--- src/design/mspbp_pkg.sv ---
// package for the max-score pair bin packer
`default_nettype none
package mspbp_pkg;
  localparam int MAX_ITEMS = 32;
  localparam int MAX_BINS = 16;
  localparam int SIZE_BITS = 16;
  localparam int IDX_W = $clog2(MAX_ITEMS);
  localparam int CNT_W = $clog2(MAX_ITEMS + 1);
  localparam int BIN_W = $clog2(MAX_BINS);
  localparam int BCNT_W = $clog2(MAX_BINS + 1);

  localparam logic [1:0] CFG_CAPACITY = 2'd0;
  localparam logic [1:0] CFG_BIN_COUNT = 2'd1;
  localparam logic [1:0] CFG_SCORE_MODE = 2'd2;

  localparam logic [1:0] MODE_PRODUCT = 2'd0;
  localparam logic [1:0] MODE_SLACK = 2'd1;
  localparam logic [1:0] MODE_RATIO = 2'd2;

  typedef enum logic [6:0] {
    ST_LOAD   = 7'b0000001,
    ST_INIT   = 7'b0000010,
    ST_RDI    = 7'b0000100,
    ST_SCAN   = 7'b0001000,
    ST_CMP    = 7'b0010000,
    ST_PLACE  = 7'b0100000,
    ST_SWAP   = 7'b1000000
  } state_t;
endpackage
`default_nettype wire

--- src/design/max_score_pair_bin_packer.sv ---
// top level of the max-score pair bin packer
// load: one item beat per cycle while start is high and the packer is idle; the beat marked last_item starts the solve
// the solve first sets all bin residuals to the capacity; each placement scans every item left against every bin,
// then places the best fitting pair and swaps its item to the front; the next batch waits for the final beat
// item and residual state sit in synchronous memories; results are one-cycle strobes, no receiver stall
// synchronous active-low reset returns to the load state with default registers
`default_nettype none
module max_score_pair_bin_packer import mspbp_pkg::*; (
  input  wire logic                 clk,
  input  wire logic                 rst_n,
  input  wire logic                 start,
  output logic                      busy,
  input  wire logic [15:0]          in_item_size,
  input  wire logic                 in_last_item,
  input  wire logic                 cfg_valid,
  output logic                      cfg_ready,
  input  wire logic [1:0]           cfg_index,
  input  wire logic [15:0]          cfg_data,
  output logic                      out_valid,
  output logic [4:0]                out_item_index,
  output logic [3:0]                out_bin_index,
  output logic                      out_infeasible,
  output logic [4:0]                out_bins_used,
  output logic                      out_overflow,
  output logic                      out_final_result
);
  logic [SIZE_BITS-1:0] size_mem [MAX_ITEMS];
  logic [IDX_W-1:0]     order_mem [MAX_ITEMS];
  logic [SIZE_BITS-1:0] res_mem [MAX_BINS];
  logic [MAX_BINS-1:0]  nonempty_r;

  logic [15:0] cap_r;
  logic [4:0] bcnt_r;
  logic [1:0] mode_r;

  state_t st_r;
  logic [CNT_W-1:0] loaded_r, first_r, i_r;
  logic [BIN_W:0] b_r;
  logic dropped_r;
  logic [BCNT_W-1:0] nb;

  logic [SIZE_BITS-1:0] s_rd, r_rd, o_s_rd;
  logic [IDX_W-1:0] o_rd, o_o_rd;
  logic have_r;
  logic [SIZE_BITS-1:0] best_s_r, best_r_r;
  logic [IDX_W-1:0] best_i_r;
  logic [BIN_W-1:0] best_b_r;
  logic [2*SIZE_BITS-1:0] pa_r, pb_r;
  logic fits_r;
  logic [SIZE_BITS-1:0] cand_s_r, cand_r_r;
  logic [IDX_W-1:0] cand_i_r;
  logic [BIN_W-1:0] cand_b_r;
  logic init_r;
  logic [BIN_W:0] ib_r;
  logic swap_ph_r;

  assign nb = (bcnt_r > 5'(MAX_BINS)) ? BCNT_W'(MAX_BINS) : BCNT_W'(bcnt_r);
  assign busy = (st_r != ST_LOAD);
  assign cfg_ready = (st_r == ST_LOAD);

  logic ld;
  assign ld = start && !busy;

  // pass-on counting of used bins
  logic [BCNT_W-1:0] used_cnt;
  always_comb begin
    used_cnt = '0;
    for (int k = 0; k < MAX_BINS; k++) begin
      if (nonempty_r[k] && BCNT_W'(k) < nb) used_cnt = used_cnt + 1'b1;
    end
  end

  // memory reads, addressed by state
  logic [IDX_W-1:0] i_addr;
  logic [BIN_W-1:0] b_addr;
  assign i_addr = i_r[IDX_W-1:0];
  assign b_addr = b_r[BIN_W-1:0];
  always_ff @(posedge clk) begin
    s_rd <= size_mem[i_addr];
    o_rd <= order_mem[i_addr];
    r_rd <= res_mem[b_addr];
    o_s_rd <= size_mem[first_r[IDX_W-1:0]];
    o_o_rd <= order_mem[first_r[IDX_W-1:0]];
  end

  // score compare of candidate against best
  logic beats;
  logic [SIZE_BITS-1:0] ra1, rb1;
  always_comb begin
    ra1 = (cand_r_r == '0) ? SIZE_BITS'(1) : cand_r_r;
    rb1 = (best_r_r == '0) ? SIZE_BITS'(1) : best_r_r;
    case (mode_r)
      MODE_SLACK: beats = (cand_r_r - cand_s_r) < (best_r_r - best_s_r);
      MODE_RATIO: beats = pa_r > pb_r;
      default:    beats = pa_r > pb_r;
    endcase
  end

  always_ff @(posedge clk) begin
    if (mode_r == MODE_RATIO) begin
      pa_r <= cand_s_r * rb1;
      pb_r <= best_s_r * ra1;
    end else begin
      pa_r <= cand_s_r * cand_r_r;
      pb_r <= best_s_r * best_r_r;
    end
  end

  always_ff @(posedge clk) begin
    out_valid <= 1'b0;
    if (!rst_n) begin
      st_r <= ST_LOAD;
      cap_r <= 16'hFFFF;
      bcnt_r <= 5'd16;
      mode_r <= MODE_PRODUCT;
      loaded_r <= '0;
      first_r <= '0;
      dropped_r <= 1'b0;
      nonempty_r <= '0;
      have_r <= 1'b0;
      fits_r <= 1'b0;
      i_r <= '0;
      b_r <= '0;
      ib_r <= '0;
      init_r <= 1'b0;
      swap_ph_r <= 1'b0;
    end else begin
      case (st_r)
        ST_LOAD: begin
          if (cfg_valid) begin
            case (cfg_index)
              CFG_CAPACITY:   cap_r <= cfg_data;
              CFG_BIN_COUNT:  bcnt_r <= cfg_data[4:0];
              CFG_SCORE_MODE: mode_r <= cfg_data[1:0];
              default: ;
            endcase
          end
          if (ld) begin
            if (loaded_r < CNT_W'(MAX_ITEMS)) begin
              size_mem[loaded_r[IDX_W-1:0]] <= in_item_size[SIZE_BITS-1:0];
              order_mem[loaded_r[IDX_W-1:0]] <= loaded_r[IDX_W-1:0];
              loaded_r <= loaded_r + 1'b1;
            end else begin
              dropped_r <= 1'b1;
            end
            if (in_last_item) begin
              st_r <= ST_INIT;
              ib_r <= '0;
              nonempty_r <= '0;
            end
          end
        end
        ST_INIT: begin
          res_mem[ib_r[BIN_W-1:0]] <= cap_r[SIZE_BITS-1:0];
          ib_r <= ib_r + 1'b1;
          if (ib_r == (BIN_W+1)'(MAX_BINS - 1)) begin
            first_r <= '0;
            st_r <= ST_RDI;
          end
        end
        ST_RDI: begin
          // start a placement scan, or return to load once every item is placed
          have_r <= 1'b0;
          fits_r <= 1'b0;
          if (first_r == loaded_r) begin
            st_r <= ST_LOAD;
            loaded_r <= '0;
            first_r <= '0;
            dropped_r <= 1'b0;
          end else begin
            i_r <= first_r;
            b_r <= '0;
            st_r <= ST_SCAN;
          end
        end
        ST_SCAN: begin
          // the registered read is used once init_r is set, after i/b have stayed stable through the read
          if (init_r) begin
            init_r <= 1'b0;
            if (b_r < (BIN_W+1)'(nb) && s_rd <= r_rd) begin
              cand_s_r <= s_rd;
              cand_r_r <= r_rd;
              cand_i_r <= i_addr;
              cand_b_r <= b_addr;
              fits_r <= 1'b1;
            end else begin
              fits_r <= 1'b0;
            end
            st_r <= ST_CMP;
          end else begin
            init_r <= 1'b1;
          end
        end
        ST_CMP: begin
          if (!swap_ph_r) begin
            swap_ph_r <= 1'b1;
          end else begin
            swap_ph_r <= 1'b0;
            if (fits_r && (!have_r || beats)) begin
              have_r <= 1'b1;
              best_s_r <= cand_s_r;
              best_r_r <= cand_r_r;
              best_i_r <= cand_i_r;
              best_b_r <= cand_b_r;
            end
            fits_r <= 1'b0;
            if (b_r + 1'b1 < (BIN_W+1)'(nb)) begin
              b_r <= b_r + 1'b1;
              st_r <= ST_SCAN;
            end else if (i_r + 1'b1 < loaded_r) begin
              b_r <= '0;
              i_r <= i_r + 1'b1;
              st_r <= ST_SCAN;
            end else begin
              st_r <= ST_PLACE;
            end
            if (nb == '0) st_r <= ST_PLACE;
          end
        end
        ST_PLACE: begin
          if (!have_r) begin
            out_valid <= 1'b1;
            out_item_index <= '0;
            out_bin_index <= '0;
            out_infeasible <= 1'b1;
            out_bins_used <= 5'(used_cnt);
            out_overflow <= dropped_r;
            out_final_result <= 1'b1;
            st_r <= ST_LOAD;
            loaded_r <= '0;
            first_r <= '0;
            dropped_r <= 1'b0;
          end else begin
            i_r <= CNT_W'(best_i_r);
            b_r <= (BIN_W+1)'(best_b_r);
            swap_ph_r <= 1'b0;
            st_r <= ST_SWAP;
          end
        end
        ST_SWAP: begin
          if (!swap_ph_r) begin
            swap_ph_r <= 1'b1;
          end else begin
            swap_ph_r <= 1'b0;
            res_mem[best_b_r] <= r_rd - s_rd;
            nonempty_r[best_b_r] <= 1'b1;
            size_mem[best_i_r] <= o_s_rd;
            order_mem[best_i_r] <= o_o_rd;
            size_mem[first_r[IDX_W-1:0]] <= s_rd;
            order_mem[first_r[IDX_W-1:0]] <= o_rd;
            first_r <= first_r + 1'b1;
            out_valid <= 1'b1;
            out_item_index <= 5'(o_rd);
            out_bin_index <= 4'(best_b_r);
            out_infeasible <= 1'b0;
            out_overflow <= dropped_r;
            if (first_r + 1'b1 == loaded_r) begin
              out_final_result <= 1'b1;
              // the bin chosen now counts even though its flag is set at this edge
              out_bins_used <= 5'(used_cnt) + (nonempty_r[best_b_r] ? 5'd0 : 5'd1);
            end else begin
              out_final_result <= 1'b0;
              out_bins_used <= '0;
            end
            st_r <= ST_RDI;
          end
        end
        default: st_r <= ST_LOAD;
      endcase
    end
  end
endmodule
`default_nettype wire

--- config.mk ---
export PLATFORM = sky130hd
export DESIGN_NAME = max_score_pair_bin_packer
export DESIGN_NICKNAME = d
export VERILOG_FILES = /design/src/design/mspbp_pkg.sv /design/src/design/max_score_pair_bin_packer.sv
export SDC_FILE = /design/constraint.sdc
export NUM_CORES = 2
export LEC_CHECK = 0
export BUFFER_PORTS_ARGS = -buffer_cell sky130_fd_sc_hd__buf_2
export CAP_MARGIN = 40
export CORE_ASPECT_RATIO = 0.75
export CORE_MARGIN = 8
export CORE_UTILIZATION = 55
export CTS_CLUSTER_SIZE = 20
export DETAILED_ROUTE_END_ITERATION = 10
export PLACE_DENSITY = 0.78
export SYNTH_ARGS = -nofsm -noshare
export SYNTH_HDL_FRONTEND = slang
export SYNTH_SLANG_ARGS = --single-unit
--- constraint.sdc ---
create_clock -name clk -period 16.55 [get_ports clk]
set_input_delay 0 -clock clk [delete_from_list [all_inputs] [get_ports clk]]
set_output_delay 0 -clock clk [all_outputs]
set_load 0.1 [all_outputs]
==> metrics.txt <==
status=complete, no violations; Die Area=0.188 sq mm; most used cell, CP=ha_1; dpl cells=10,888; DR vias=72,012; Fin Setup TNS=0 ps; FF-to-FF Start=bcnt_r[4]; Peak VDD IR=104 uV; RSZ-0062 raised after global routing=false; CP max-delay cell=or3_1; Setup Buffers After CTS=0; leak pwr=42.5 nW; Congestion Overflow GR=0; final net count=10,210; Worst Path Class, Setup=reg2reg; initial core utilization=0.555; crit path capture=out_bins_used[4]; Reg2Reg Depth=46; Clock Pin Slew Worst Setup and Hold Paths=70 ps; IO Count=59; DRC violations left=0; Hold Fails Final Rpt=0; Max Slew Vio Count=0; Layout Cells excl Fill=11,195; fmax=105 MHz; final WL=284,000 microns; layout cells sized above 1=0.124; critical path required time=17,070 ps; Clock Latency Late Sink=810 ps; vias in the first global route=73,584; number of nets with antenna violations after routing=0; pwr dens=67.6 mW/mm^2; router iterations before antenna repair=8; row cnt=132; drt initial violations=10,722; worst hold path type=in2reg; leading post-synthesis cells by cell area=edfxtp_1, fa_1, mux4_2; Synth Instances=8,942; largest net degree at the start of global routing=104; Max Cap Viol=0; critical path capture point type=flip-flop; commonest cells after routing, fill and taps aside=inv_1, edfxtp_1, nand2_1; GP Congestion=0.924; post-DR wirelength/cell=25.3 microns; leading area contributor after synthesis=edfxtp_1; WP buf/inv=1; P&R area growth vs syn=8.64%; maximum fanout along the worst path=21; hold_buf cts=78; H-Tree Depth=3; Tcrit/Tclk final=0.577; fill count=13,356; synthesized cell area=0.0960 sq mm; Crit path depth=46; Yosys cell types=78; Post-synth EDFFs=1,027; DPL Wire Length=183,000 microns; ys async rst share=0; core area=0.173 sq mm; post-synth top area share=0.321; Synth Flop Type=edfxtp_1; Vias/cell=6.43; clk_skew=105 ps; CTS resizes=0; crit start category=flip-flop; Seq/Total Area, Yosys=0.363; crit-path leading delay family=simple AND/OR/NAND/NOR gates; Num CTS Buffers=118; slew margin rel.=0.309; initial antenna violation count=3; R2R Path End=out_bins_used[4]; synth warn=0; Die X=499 microns; Final setup viols=0; slowest cell delay on critical path=570 ps; R2R Setup Slk=7000 ps; gr usage total=0.296; global-route wire length before repair=430,000 microns; I/O Buffers=58; FF+latch count, synth=1,229; Critical Path Source=bcnt_r[4]; CTS root buffer=clkbuf_16; CTS Buffer Depth=3; CTS tree=built; worst slew pin tran=1010 ps; CP arrival=10,070 ps; Final Core Density=0.603; clock sinks=1,229; Synth Net Count=10,342; Die Y=378 microns; most common cell after layout, fill and taps aside=inv_1; Power Total=7.05 mW; Final min period=9550 ps; Avg Inst Size Synth=10.7 sq um
through the flow:
stage	area, sq um	setup slack (ps)	hold slack [ps]
global route	104000	6270	75.7
floorplan	96000	8320	124
finish	104000	7000	71.5
CTS	104000	7050	33.7
global placement	99000	7020	262
detailed placement	99500	7080	263
sequential cells by signal, summed over array words and instances (netlist names), 6 cells and up:
register	flops
best_r_r	16
best_s_r	16
cand_r_r	16
cand_s_r	16
cap_r	16
first_r	6
i_r	6
loaded_r	6
nonempty_r	16
o_s_rd	16
order_mem	160
pa_r	32
pb_r	32
r_rd	16
res_mem	256
s_rd	16
size_mem	512
st_r	7
worst min path at each step:
stage	slack, ps	from	cells after the start	end
after floorplan	120	cfg_data[0]	2	cap_r[0]
after global placement	260	cfg_data[14]	3	cap_r[14]
after detailed placement	260	cfg_data[14]	3	cap_r[14]
after CTS	30	cfg_data[15]	4	cap_r[15]
after global routing	80	cfg_data[15]	4	cap_r[15]
final	70	cfg_data[15]	4	cap_r[15]
Yosys cell counts, drive strengths merged, types with 103 or more instances:
master,instances
nor2,868
nand2,963
inv,1087
fa,779
xnor2,148
edfxtp,1027
o21ai,167
dfxtp,202
mux4,463
clkbuf,566
nand3,103
and2,348
ha,582
a21oi,861
worst min-delay path: stages:
cell and delay, ps:
dlygate4sd3_1 520, buf_2 150, nand2_1 70, nand3_1 70
metal layers:
metal	share of wire	global-route usage
met1	0.36	0.392
met3	0.16	0.0978
met2	0.43	0.443
met5	0.00015	0.00151
met4	0.057	0.140
power breakdown:
part           switching, mW  internal [mW]  total (mW)
sequential            0.0595           3.43        3.49
clock                   1.29           1.56        2.85
combinational          0.472          0.241       0.713
area by class of cell:
type                    count  area, sq um  area share
well taps                2278         2850      0.0273
diodes                      2         5.00   0.0000480
flip-flops and latches   1229        34900       0.335
multi-input cells        5966        55000       0.528
repair buffers            405         3410      0.0327
clock inverters            62          752     0.00721
inverters                1090         4090      0.0392
clock buffers             163         3280      0.0315
cell families (layout without fill, tap and decap cells):
group / count (synthesis) / after routing / synth area share
buffers and inverters: 1747 / 1720 / 0.0684
adder cells (fa/ha/maj): 1361 / 1361 / 0.238
other: 0 / 2 / 0
AO/OA/AOI/OAI: 1386 / 1386 / 0.0821
multiplexers: 506 / 506 / 0.113
AND/OR/NAND/NOR: 2490 / 2490 / 0.113
XOR/XNOR: 223 / 223 / 0.0217
flip-flops: 1229 / 1229 / 0.363
(Power assumes the default switching activity.)
